$ cat config.mk
export PLATFORM = sky130hd
export DESIGN_NAME = ac_input_presence_qualifier_unit_flat
export DESIGN_NICKNAME = d
export VERILOG_FILES = /design/src/hw/rtl/aipq_pkg.sv /design/src/hw/rtl/aipq_if.sv /design/src/hw/rtl/aipq_edge_count.sv /design/src/hw/rtl/aipq_window.sv /design/src/hw/rtl/ac_input_presence_qualifier_unit.sv /design/src/flat_wrapper.sv
export SDC_FILE = /design/constraint.sdc
export NUM_CORES = 1
export LEC_CHECK = 0
export ABC_AREA = 1
export BUFFER_PORTS_ARGS = -buffer_cell sky130_fd_sc_hd__buf_2
export CORE_ASPECT_RATIO = 0.8
export CORE_MARGIN = 3
export CORE_UTILIZATION = 35
export DETAILED_ROUTE_END_ITERATION = 10
export HOLD_SLACK_MARGIN = 0.05
export PLACE_DENSITY_LB_ADDON = 0.3
export SLEW_MARGIN = 5
export SYNTH_ARGS = -nofsm -noshare
export SYNTH_HDL_FRONTEND = slang
export SYNTH_SLANG_ARGS = --single-unit
$ cat constraint.sdc
create_clock -name clk_i -period 2.3 [get_ports clk_i]
set_input_delay 0.115 -clock clk_i [delete_from_list [all_inputs] [get_ports clk_i]]
set_output_delay 0.115 -clock clk_i [all_outputs]
set_load 0.01 [all_outputs]
$ cat src/hw/rtl/aipq_pkg.sv
// Package of the AC input presence qualifier: types and fixed constants.
// Used by aipq_edge_count, aipq_window and the top level; depends on nothing.
`timescale 1ns / 1ps
`default_nettype none

package aipq_pkg;

  localparam int NumPins = 4;
  localparam int CfgW    = 8;
  localparam int TimerW  = 8;

  // Pin positions inside pin_levels and the qualified flags.
  localparam int PinVdet  = 0;
  localparam int PinSail  = 1;
  localparam int PinPower = 2;
  localparam int PinTco   = 3;

  localparam logic [TimerW-1:0] TimerMax = '1;

  localparam logic [CfgW-1:0] AcWindowRst    = 8'd60;
  localparam logic [CfgW-1:0] InWindowRst    = 8'd120;
  localparam logic [CfgW-1:0] AcThresholdRst = 8'd4;
  localparam logic [CfgW-1:0] InThresholdRst = 8'd5;

  typedef enum logic [1:0] {
    CfgAcWindow    = 2'd0,
    CfgInWindow    = 2'd1,
    CfgAcThreshold = 2'd2,
    CfgInThreshold = 2'd3
  } cfg_idx_e;

  typedef struct packed {
    logic [CfgW-1:0] ac_window_ms;
    logic [CfgW-1:0] input_window_ms;
    logic [CfgW-1:0] ac_edge_threshold;
    logic [CfgW-1:0] input_edge_threshold;
  } cfg_t;

  // Counter clears requested by the window logic.
  typedef struct packed {
    logic ac;
    logic inputs;
  } win_clr_t;

endpackage

`default_nettype wire

$ cat src/hw/rtl/aipq_if.sv
// Valid/ready channel interfaces of the AC input presence qualifier.
// Standalone; carries the pin sample in and the qualified flags out.
`timescale 1ns / 1ps
`default_nettype none

interface aipq_in_if;
  logic       valid;
  logic       ready;
  logic [3:0] pin_levels;
  logic       ms_tick;

  modport source (output valid, output pin_levels, output ms_tick, input ready);
  modport sink   (input valid, input pin_levels, input ms_tick, output ready);
endinterface

interface aipq_out_if;
  logic valid;
  logic ready;
  logic ac_present;
  logic sail_switch_on;
  logic power_button_on;
  logic tco_on;

  modport source (output valid, output ac_present, output sail_switch_on,
                  output power_button_on, output tco_on, input ready);
  modport sink   (input valid, input ac_present, input sail_switch_on,
                  input power_button_on, input tco_on, output ready);
endinterface

`default_nettype wire

$ cat src/hw/rtl/aipq_edge_count.sv
// Level memory and saturating edge counters of the four pins.
// Depends on aipq_pkg.
`timescale 1ns / 1ps
`default_nettype none

module aipq_edge_count #(
  parameter int COUNT_BITS = 8
) (
  input  wire logic                                             clk_i,
  input  wire logic                                             rst_ni,
  input  wire logic                                             step_i,
  input  wire logic [aipq_pkg::NumPins-1:0]                     levels_i,
  input  wire aipq_pkg::win_clr_t                               clr_i,
  output logic      [aipq_pkg::NumPins-1:0][COUNT_BITS-1:0]     cnt_inc_o
);

  logic [aipq_pkg::NumPins-1:0]                 prev_q;
  logic [aipq_pkg::NumPins-1:0][COUNT_BITS-1:0] cnt_q, cnt_d;
  logic [aipq_pkg::NumPins-1:0]                 changed;

  always_comb begin
    changed = levels_i ^ prev_q;
    for (int i = 0; i < aipq_pkg::NumPins; i++) begin
      if (changed[i] && (cnt_q[i] != {COUNT_BITS{1'b1}})) begin
        cnt_inc_o[i] = cnt_q[i] + COUNT_BITS'(1);
      end else begin
        cnt_inc_o[i] = cnt_q[i];
      end
      if (i == aipq_pkg::PinVdet) begin
        cnt_d[i] = clr_i.ac ? '0 : cnt_inc_o[i];
      end else begin
        cnt_d[i] = clr_i.inputs ? '0 : cnt_inc_o[i];
      end
    end
  end

  always_ff @(posedge clk_i or negedge rst_ni) begin
    if (!rst_ni) begin
      prev_q <= '0;
      cnt_q  <= '0;
    end else if (step_i) begin
      prev_q <= levels_i;
      cnt_q  <= cnt_d;
    end
  end

endmodule

`default_nettype wire

$ cat src/hw/rtl/aipq_window.sv
// Window timers and threshold evaluation producing the qualified flags.
// Depends on aipq_pkg.
`timescale 1ns / 1ps
`default_nettype none

module aipq_window #(
  parameter int COUNT_BITS = 8
) (
  input  wire logic                                         clk_i,
  input  wire logic                                         rst_ni,
  input  wire logic                                         step_i,
  input  wire logic                                         tick_i,
  input  wire aipq_pkg::cfg_t                               cfg_i,
  input  wire logic [aipq_pkg::NumPins-1:0][COUNT_BITS-1:0] cnt_i,
  output aipq_pkg::win_clr_t                                clr_o,
  output logic      [aipq_pkg::NumPins-1:0]                 flags_d_o
);

  localparam int CmpW = (COUNT_BITS > aipq_pkg::CfgW) ? COUNT_BITS : aipq_pkg::CfgW;

  logic [aipq_pkg::TimerW-1:0]  ac_tmr_q, ac_tmr_d, ac_adv;
  logic [aipq_pkg::TimerW-1:0]  in_tmr_q, in_tmr_d, in_adv;
  logic [aipq_pkg::NumPins-1:0] flags_q;
  logic                         ac_end, in_end, ac_new;

  always_comb begin
    ac_adv = (ac_tmr_q != aipq_pkg::TimerMax) ? ac_tmr_q + 8'd1 : ac_tmr_q;
    in_adv = (in_tmr_q != aipq_pkg::TimerMax) ? in_tmr_q + 8'd1 : in_tmr_q;
    ac_end = tick_i && (ac_adv >= cfg_i.ac_window_ms);
    in_end = tick_i && (in_adv >= cfg_i.input_window_ms);

    ac_tmr_d = ac_end ? '0 : (tick_i ? ac_adv : ac_tmr_q);
    in_tmr_d = in_end ? '0 : (tick_i ? in_adv : in_tmr_q);

    clr_o.ac     = ac_end;
    clr_o.inputs = in_end;

    // The switch inputs see the AC flag as just updated when both windows end.
    flags_d_o = flags_q;
    if (ac_end) begin
      flags_d_o[aipq_pkg::PinVdet] =
        CmpW'(cnt_i[aipq_pkg::PinVdet]) > CmpW'(cfg_i.ac_edge_threshold);
    end
    ac_new = flags_d_o[aipq_pkg::PinVdet];
    if (in_end) begin
      for (int i = 1; i < aipq_pkg::NumPins; i++) begin
        flags_d_o[i] = ac_new && (CmpW'(cnt_i[i]) > CmpW'(cfg_i.input_edge_threshold));
      end
    end
  end

  always_ff @(posedge clk_i or negedge rst_ni) begin
    if (!rst_ni) begin
      ac_tmr_q <= '0;
      in_tmr_q <= '0;
      flags_q  <= '0;
    end else if (step_i) begin
      ac_tmr_q <= ac_tmr_d;
      in_tmr_q <= in_tmr_d;
      flags_q  <= flags_d_o;
    end
  end

endmodule

`default_nettype wire

$ cat src/hw/rtl/ac_input_presence_qualifier_unit.sv
// AC input presence qualifier, top level.
// Depends on aipq_pkg, aipq_if, aipq_edge_count and aipq_window.
//
// Usage: every transfer on in_if carries one sample of the four pin levels
// (voltage detect, sail switch, power button, thermal cutoff) and a flag
// that marks a one-millisecond tick. For every input transfer exactly one
// transfer on out_if follows, carrying the four qualified flags as they
// stand after that sample.
// The input register takes a sample at its transfer edge, and the result
// register takes the evaluated flags when the evaluation step fires; out_if
// is driven straight from the result register. Throughput is one item per
// cycle while out_if.ready stays high; the counters, timers and flags update
// in the same step that loads the result register.
// When the receiver holds out_if.ready low, the result register keeps its
// data and the input register fills; in_if.ready drops only once both hold
// an item, and the block resumes at full rate when ready returns.
// Reset clears counters, timers, flags and pending items, and loads the
// configuration registers with their defaults (60 ms, 120 ms, 4, 5).
// Configuration writes go through cfg_we_i, cfg_idx_i and cfg_wdata_i and
// are meant to happen while no item is in flight.
`timescale 1ns / 1ps
`default_nettype none

module ac_input_presence_qualifier_unit #(
  parameter int COUNT_BITS = 8
) (
  input  wire logic                      clk_i,
  input  wire logic                      rst_ni,
  aipq_in_if.sink                        in_if,
  aipq_out_if.source                     out_if,
  input  wire logic                      cfg_we_i,
  input  wire logic [1:0]                cfg_idx_i,
  input  wire logic [aipq_pkg::CfgW-1:0] cfg_wdata_i
);

  aipq_pkg::cfg_t                               cfg_q;
  logic                                         in_vld_q;
  logic [aipq_pkg::NumPins-1:0]                 in_lvl_q;
  logic                                         in_tick_q;
  logic                                         out_vld_q;
  logic [aipq_pkg::NumPins-1:0]                 out_flags_q;
  logic                                         step;
  logic [aipq_pkg::NumPins-1:0][COUNT_BITS-1:0] cnt_inc;
  logic [aipq_pkg::NumPins-1:0]                 flags_d;
  aipq_pkg::win_clr_t                           clr;

  // The evaluation step fires when the input register holds a sample and the result register is free or drains now.
  assign step         = in_vld_q && (!out_vld_q || out_if.ready);
  assign in_if.ready  = !in_vld_q || step;

  always_ff @(posedge clk_i or negedge rst_ni) begin
    if (!rst_ni) begin
      cfg_q.ac_window_ms         <= aipq_pkg::AcWindowRst;
      cfg_q.input_window_ms      <= aipq_pkg::InWindowRst;
      cfg_q.ac_edge_threshold    <= aipq_pkg::AcThresholdRst;
      cfg_q.input_edge_threshold <= aipq_pkg::InThresholdRst;
    end else if (cfg_we_i) begin
      case (aipq_pkg::cfg_idx_e'(cfg_idx_i))
        aipq_pkg::CfgAcWindow:    cfg_q.ac_window_ms         <= cfg_wdata_i;
        aipq_pkg::CfgInWindow:    cfg_q.input_window_ms      <= cfg_wdata_i;
        aipq_pkg::CfgAcThreshold: cfg_q.ac_edge_threshold    <= cfg_wdata_i;
        aipq_pkg::CfgInThreshold: cfg_q.input_edge_threshold <= cfg_wdata_i;
        default: ;
      endcase
    end
  end

  always_ff @(posedge clk_i or negedge rst_ni) begin
    if (!rst_ni) begin
      in_vld_q  <= 1'b0;
      out_vld_q <= 1'b0;
    end else begin
      if (in_if.ready) begin
        in_vld_q <= in_if.valid;
      end
      if (step) begin
        out_vld_q <= 1'b1;
      end else if (out_if.ready) begin
        out_vld_q <= 1'b0;
      end
    end
  end

  always_ff @(posedge clk_i) begin
    if (in_if.ready && in_if.valid) begin
      in_lvl_q  <= in_if.pin_levels;
      in_tick_q <= in_if.ms_tick;
    end
    if (step) begin
      out_flags_q <= flags_d;
    end
  end

  aipq_edge_count #(
    .COUNT_BITS(COUNT_BITS)
  ) u_edge_count (
    .clk_i    (clk_i),
    .rst_ni   (rst_ni),
    .step_i   (step),
    .levels_i (in_lvl_q),
    .clr_i    (clr),
    .cnt_inc_o(cnt_inc)
  );

  aipq_window #(
    .COUNT_BITS(COUNT_BITS)
  ) u_window (
    .clk_i    (clk_i),
    .rst_ni   (rst_ni),
    .step_i   (step),
    .tick_i   (in_tick_q),
    .cfg_i    (cfg_q),
    .cnt_i    (cnt_inc),
    .clr_o    (clr),
    .flags_d_o(flags_d)
  );

  assign out_if.valid           = out_vld_q;
  assign out_if.ac_present      = out_flags_q[aipq_pkg::PinVdet];
  assign out_if.sail_switch_on  = out_flags_q[aipq_pkg::PinSail];
  assign out_if.power_button_on = out_flags_q[aipq_pkg::PinPower];
  assign out_if.tco_on          = out_flags_q[aipq_pkg::PinTco];

endmodule

`default_nettype wire

$ cat src/flat_wrapper.sv
// flat-port wrapper written by rule: the top's interface ports become plain ports
module ac_input_presence_qualifier_unit_flat 
#(
  parameter int COUNT_BITS = 8
)
  (clk_i, rst_ni, cfg_we_i, cfg_idx_i, cfg_wdata_i, in_if_valid, in_if_pin_levels, in_if_ms_tick, in_if_ready, out_if_valid, out_if_ac_present, out_if_sail_switch_on, out_if_power_button_on, out_if_tco_on, out_if_ready);
  aipq_in_if in_if_i ();
  aipq_out_if out_if_i ();
  input  wire logic clk_i;
  input  wire logic rst_ni;
  input  wire logic cfg_we_i;
  input  wire logic [1:0] cfg_idx_i;
  input  wire logic [aipq_pkg::CfgW-1:0] cfg_wdata_i;
  input wire logic [$bits(in_if_i.valid)-1:0] in_if_valid;
  input wire logic [$bits(in_if_i.pin_levels)-1:0] in_if_pin_levels;
  input wire logic [$bits(in_if_i.ms_tick)-1:0] in_if_ms_tick;
  output wire logic [$bits(in_if_i.ready)-1:0] in_if_ready;
  output wire logic [$bits(out_if_i.valid)-1:0] out_if_valid;
  output wire logic [$bits(out_if_i.ac_present)-1:0] out_if_ac_present;
  output wire logic [$bits(out_if_i.sail_switch_on)-1:0] out_if_sail_switch_on;
  output wire logic [$bits(out_if_i.power_button_on)-1:0] out_if_power_button_on;
  output wire logic [$bits(out_if_i.tco_on)-1:0] out_if_tco_on;
  input wire logic [$bits(out_if_i.ready)-1:0] out_if_ready;
  assign in_if_i.valid = in_if_valid;
  assign in_if_i.pin_levels = in_if_pin_levels;
  assign in_if_i.ms_tick = in_if_ms_tick;
  assign in_if_ready = in_if_i.ready;
  assign out_if_valid = out_if_i.valid;
  assign out_if_ac_present = out_if_i.ac_present;
  assign out_if_sail_switch_on = out_if_i.sail_switch_on;
  assign out_if_power_button_on = out_if_i.power_button_on;
  assign out_if_tco_on = out_if_i.tco_on;
  assign out_if_i.ready = out_if_ready;
  ac_input_presence_qualifier_unit #(.COUNT_BITS(COUNT_BITS)) u_core (.clk_i(clk_i), .rst_ni(rst_ni), .in_if(in_if_i), .out_if(out_if_i), .cfg_we_i(cfg_we_i), .cfg_idx_i(cfg_idx_i), .cfg_wdata_i(cfg_wdata_i));
endmodule
==> run_results.csv <==
group,metric,value,unit
grt,antenna_found_initial,0,
sta,final_setup_viols,52,
cells_and_area,multi_input_gate_area_in_the_final_layout,3800,sq um
floorplanning,die_x,154,um
clocking,clock_sink_count,99,
detailed_routing,detail-route-antenna-nets,0,
cells_and_area,fin_nets,1024,
synthesis,synth_xor_area_frac,0.0588,
synthesis,syn-instance-count,768,
clocking,clock_tree.buffer_depth,2,
worst_setup_path,end_kind,"register",
synthesis,yosysSeqAreaShare,0.413,
synthesis,synth_fa_ha_area_frac,0.110,
detailed_routing,detail_route.wirelength,16300,um
detailed_routing,post_drt_via_cell_ratio,4.64,
hold_path,min_path_cells,3,
grt,grt.total_usage,0.168,
clocking,cts.root.buffer_cell,"sky130_fd_sc_hd__clkbuf_16",
cells_and_area,areaGrowthSynthToFinish,44.3,%
sta,hold-worst-slack,0.116,ns
cells_and_area,final_cells,1175,
sta,worst_clock_skew,0.00720,ns
placed_design,post-dp-hpwl,10900,um
pwr,share_comb_of_total_power,0.598,
worst_setup_path,timing.critical_path.fanout_max,4,
synthesis,synth_area_in_compound_gates,0.109,
worst_setup_path,worst_ep_required_time,2.42,ns
floorplanning,floorplan.io_pins,26,
pwr,p_leak,4.46,nW
floorplanning,core_box_area,16900,sq um
cells_and_area,postLayoutCoreUtil,0.526,
synthesis,synth.distinct_cells,37,
pwr,ir_worst_vdd,0.635,mV
grt,first_global_vias,5350,
sta,grt_setup_unrepaired,"true",
clocking,cts-htree-levels,3,
synthesis,synth-warning-count,0,
pwr,switching_share,0.415,
job,max-cap-violations,0,
sta,post-route-worst-setup-slack,-0.462,ns
placed_design,dpl.cell_count,1118,
detailed_routing,drt_first_pass_iters,4,
pwr,power.sequential.fraction,0.259,
synthesis,synthesis.area,6150,sq um
hold_path,hold_class,"input pin to register",
detailed_routing,vias,5455,
cells_and_area,antennaDiodeCount,0,
pwr,switching_power,0.00430,W
worst_setup_path,r2r_end,"u_core.out_flags_q[2]$_DFFE_PP_",
sta,slew_viol_final,0,
synthesis,synth-edff-count,9,
pwr,power_density,1170,nW/um^2
grt,grt_max_degree,63,
pwr,clkPwrFrac,0.143,
sta,slew_headroom,0.633,
cells_and_area,nFillCells,1527,
clocking,cts_tree,"done",
worst_setup_path,critical_path.reg2reg.startpoint,"u_core.u_window.in_tmr_q[1]$_DFFE_PN0P_",
placed_design,globalplace.congestion,0.834,
status,failed_checks,"negative setup slack",
synthesis,synth_simple_gate_area_share,0.214,
worst_setup_path,rrSetupSlack,-0.46,ns
synthesis,synth.area.mux_share,0,
sta,timing.final.crit_share,1.20,
synthesis,synth_async_reset_ratio,0.909,
synthesis,synth.top_cells.by_area,"sky130_fd_sc_hd__dfrtp_1, sky130_fd_sc_hd__nand2_1, sky130_fd_sc_hd__ha_1",
worst_setup_path,ff2ff_path_depth,18,
detailed_routing,drt-wirelength-per-cell,13.9,um
pwr,cellInternalPower,0.00605,W
clocking,register_clock_pin_slew_on_the_reported_worst_setup_and_hold_paths,0.07,ns
sta,transition_time_at_the_pin_with_the_least_slew_margin,0.549,ns
synthesis,main_combinational_cell_family_by_area_after_synthesis,"simple AND/OR/NAND/NOR gates",
sta,maximum_frequency_from_static_timing_analysis,362,MHz
placed_design,portBuffers,25,
cells_and_area,register_area,2540,sq um
clocking,cts_inserted_buffers,9,
synthesis,synthDominantAreaCellType,"sky130_fd_sc_hd__dfrtp_1",
synthesis,synth_fp_nets,842,
grt,grt_pass1_wl,26200,um
sta,timing.final.hold_violations,0,
worst_setup_path,critical_path_class,"register to register",
synthesis,ys_ff_latch,99,
detailed_routing,drc,0,
floorplanning,die_area,19200,sq um
synthesis,postSynthAreaPerCell,8.00,sq um
cells_and_area,drive_above_1_share,0.387,
pwr,total_power,0.0103,W
worst_setup_path,worst-endpoint-arrival,2.88,ns
grt,grt-ovfl-total,0,
floorplanning,std_cell_rows,42,
hold_path,min_delay_src,"cfg_wdata_i[6]",
clocking,clock_latency_of_the_later_clocked_register_in_the_worst_skew_pair,0.36,ns
floorplanning,chipHeight,125,um
status,run_status,"finished, violations left",
synthesis,synth_top_area_share,0.322,
detailed_routing,detail_route.iter0.violations,334,
placed_design,placement.setup.worst_slack,-0.436,ns
worst_setup_path,critPathLaunchType,"register",
sta,fin_crit,2.76,ns
hold_path,endpoint_with_the_worst_hold_slack,"u_core.cfg_q[6]$_DFFE_PN0P_",
synthesis,ys.flop_type,"sky130_fd_sc_hd__dfrtp_1",
floorplanning,initial_utilization,0.364,
per-stage QoR:
stage,TNS [ns],instance area (sq um)
2_1_floorplan,-0.710,6210
3_3_place_gp,-14.18,7440
3_5_place_dp,-14.81,7440
4_1_cts,-9.46,8480
5_1_grt,-23.58,8870
6_report,-15.64,8870
state kept, by name (all words and copies together) (netlist names), 4 cells and up:
| signal | flops |
|---|---|
| u_core.u_edge_count.cnt_q | 32 |
| u_core.cfg_q | 32 |
| u_core.in_lvl_q | 4 |
| u_core.u_window.ac_tmr_q | 8 |
| u_core.u_window.in_tmr_q | 8 |
| u_core.u_edge_count.prev_q | 4 |
| u_core.out_flags_q | 4 |
| u_core.u_window.flags_q | 4 |
kinds of logic after synthesis:
| kind of cell | after synthesis |
|---|---|
| AND/OR/NAND/NOR | 302 |
| buffers and inverters | 153 |
| AO/OA/AOI/OAI | 123 |
| flip-flops | 99 |
| adder cells (fa/ha/maj) | 54 |
| XOR/XNOR | 37 |
Yosys cell counts, types with 3 or more instances:
master / n
sky130_fd_sc_hd__and2_1: 3
sky130_fd_sc_hd__nor2_1: 30
sky130_fd_sc_hd__xor2_1: 31
sky130_fd_sc_hd__nand2_1: 196
sky130_fd_sc_hd__nor3_1: 3
sky130_fd_sc_hd__nor2_2: 7
sky130_fd_sc_hd__dfstp_2: 11
sky130_fd_sc_hd__ha_1: 54
sky130_fd_sc_hd__o22ai_1: 22
sky130_fd_sc_hd__buf_2: 3
sky130_fd_sc_hd__a21oi_1: 25
sky130_fd_sc_hd__edfxtp_1: 9
sky130_fd_sc_hd__inv_1: 132
sky130_fd_sc_hd__o21ai_1: 5
sky130_fd_sc_hd__nand2_2: 9
sky130_fd_sc_hd__o21a_1: 6
sky130_fd_sc_hd__o21ai_0: 61
sky130_fd_sc_hd__nand3_1: 35
sky130_fd_sc_hd__nand4_1: 10
sky130_fd_sc_hd__inv_2: 8
sky130_fd_sc_hd__dfrtp_1: 79
sky130_fd_sc_hd__xor2_2: 5
sky130_fd_sc_hd__nand2_4: 3
sky130_fd_sc_hd__clkbuf_1: 8
layout make-up:
class	count	share of cell area
Multi-Input combinational cell	516	0.429
Sequential cell	99	0.286
Timing Repair Buffer	183	0.160
Inverter	141	0.0625
Tap cell	220	0.0310
Clock buffer	10	0.0258
Clock inverter	6	0.00635
layout by cell type (no fill, tap or decap), types with 10 or more instances in the layout:
cell and n:
sky130_fd_sc_hd__a21oi_1 15, sky130_fd_sc_hd__a21oi_2 10, sky130_fd_sc_hd__buf_2 24, sky130_fd_sc_hd__buf_4 136
sky130_fd_sc_hd__dfrtp_1 79, sky130_fd_sc_hd__dfstp_2 11, sky130_fd_sc_hd__ha_1 42, sky130_fd_sc_hd__inv_1 124
sky130_fd_sc_hd__inv_2 13, sky130_fd_sc_hd__nand2_1 165, sky130_fd_sc_hd__nand2_2 28, sky130_fd_sc_hd__nand2_4 14
sky130_fd_sc_hd__nand3_1 18, sky130_fd_sc_hd__nand3_2 11, sky130_fd_sc_hd__nand4_1 10, sky130_fd_sc_hd__nor2_1 21
sky130_fd_sc_hd__nor2_2 10, sky130_fd_sc_hd__o21ai_0 35, sky130_fd_sc_hd__o21ai_1 16, sky130_fd_sc_hd__o21ai_2 16
sky130_fd_sc_hd__o22ai_2 16, sky130_fd_sc_hd__xor2_1 25
worst max-delay path by stage:
stage | from | end | slack, ns | cells past startpoint
after floorplan | u_core.u_edge_count.cnt_q[0]$_DFFE_PN0P_ | u_core.out_flags_q[1]$_DFFE_PP_ | -0.17 | 20
after global placement | u_core.u_window.in_tmr_q[0]$_DFFE_PN0P_ | u_core.u_edge_count.cnt_q[29]$_DFFE_PN0P_ | -0.43 | 16
after detailed placement | u_core.u_window.in_tmr_q[0]$_DFFE_PN0P_ | u_core.out_flags_q[1]$_DFFE_PP_ | -0.44 | 18
after CTS | u_core.u_window.in_tmr_q[0]$_DFFE_PN0P_ | u_core.out_flags_q[3]$_DFFE_PP_ | -0.32 | 16
after global routing | u_core.u_edge_count.cnt_q[1]$_DFFE_PN0P_ | u_core.out_flags_q[1]$_DFFE_PP_ | -0.61 | 22
final | u_core.u_window.in_tmr_q[1]$_DFFE_PN0P_ | u_core.out_flags_q[2]$_DFFE_PP_ | -0.46 | 18
power by group through the flow:
stage	clock network [W]	logic, W	registers (W)
detailed placement	0	0.00467	0.00267
finish	0.00148	0.00618	0.00268
global placement	0	0.00460	0.00267
global route	0.00161	0.00689	0.00275
CTS	0.00153	0.00552	0.00267
floorplan	0	0.00269	0.00269
per-layer routing:
| layer | wire length, um | global-route usage |
|---|---|---|
| met5 | 0 | 0 |
| met1 | 7990 | 0.240 |
| met2 | 7590 | 0.262 |
| met4 | 252 | 0.0405 |
| met3 | 512 | 0.0340 |
critical path, cell delays in order (launching register included):
cell                      delay [ns]
sky130_fd_sc_hd__dfrtp_1        0.40
sky130_fd_sc_hd__buf_6          0.13
sky130_fd_sc_hd__nand2_4        0.05
sky130_fd_sc_hd__nor2_4         0.11
sky130_fd_sc_hd__nand4_1        0.13
sky130_fd_sc_hd__xor2_1         0.20
sky130_fd_sc_hd__inv_1          0.08
sky130_fd_sc_hd__nor2_2         0.16
sky130_fd_sc_hd__inv_2          0.06
sky130_fd_sc_hd__ha_4           0.27
sky130_fd_sc_hd__nand2_4        0.05
sky130_fd_sc_hd__nor2_4         0.11
sky130_fd_sc_hd__nand4_1        0.09
sky130_fd_sc_hd__nand4_1        0.15
sky130_fd_sc_hd__nand2_2        0.12
sky130_fd_sc_hd__buf_6          0.16
sky130_fd_sc_hd__inv_6          0.07
sky130_fd_sc_hd__nand2_4        0.05
sky130_fd_sc_hd__and2_4         0.13
what timing repair did:
| item | in CTS | in global routing |
|---|---|---|
| gates cloned | 0 | 0 |
| hold buffers | 9 | 0 |
| gates resized for setup | 124 | 74 |
| endpoints found under the setup margin | 54 | 56 |
| hold endpoints to repair | 35 | 0 |
| pin swaps | 67 | 41 |
| buffers inserted | 24 | 11 |
Note: power is estimated with default switching activity, not from simulation.
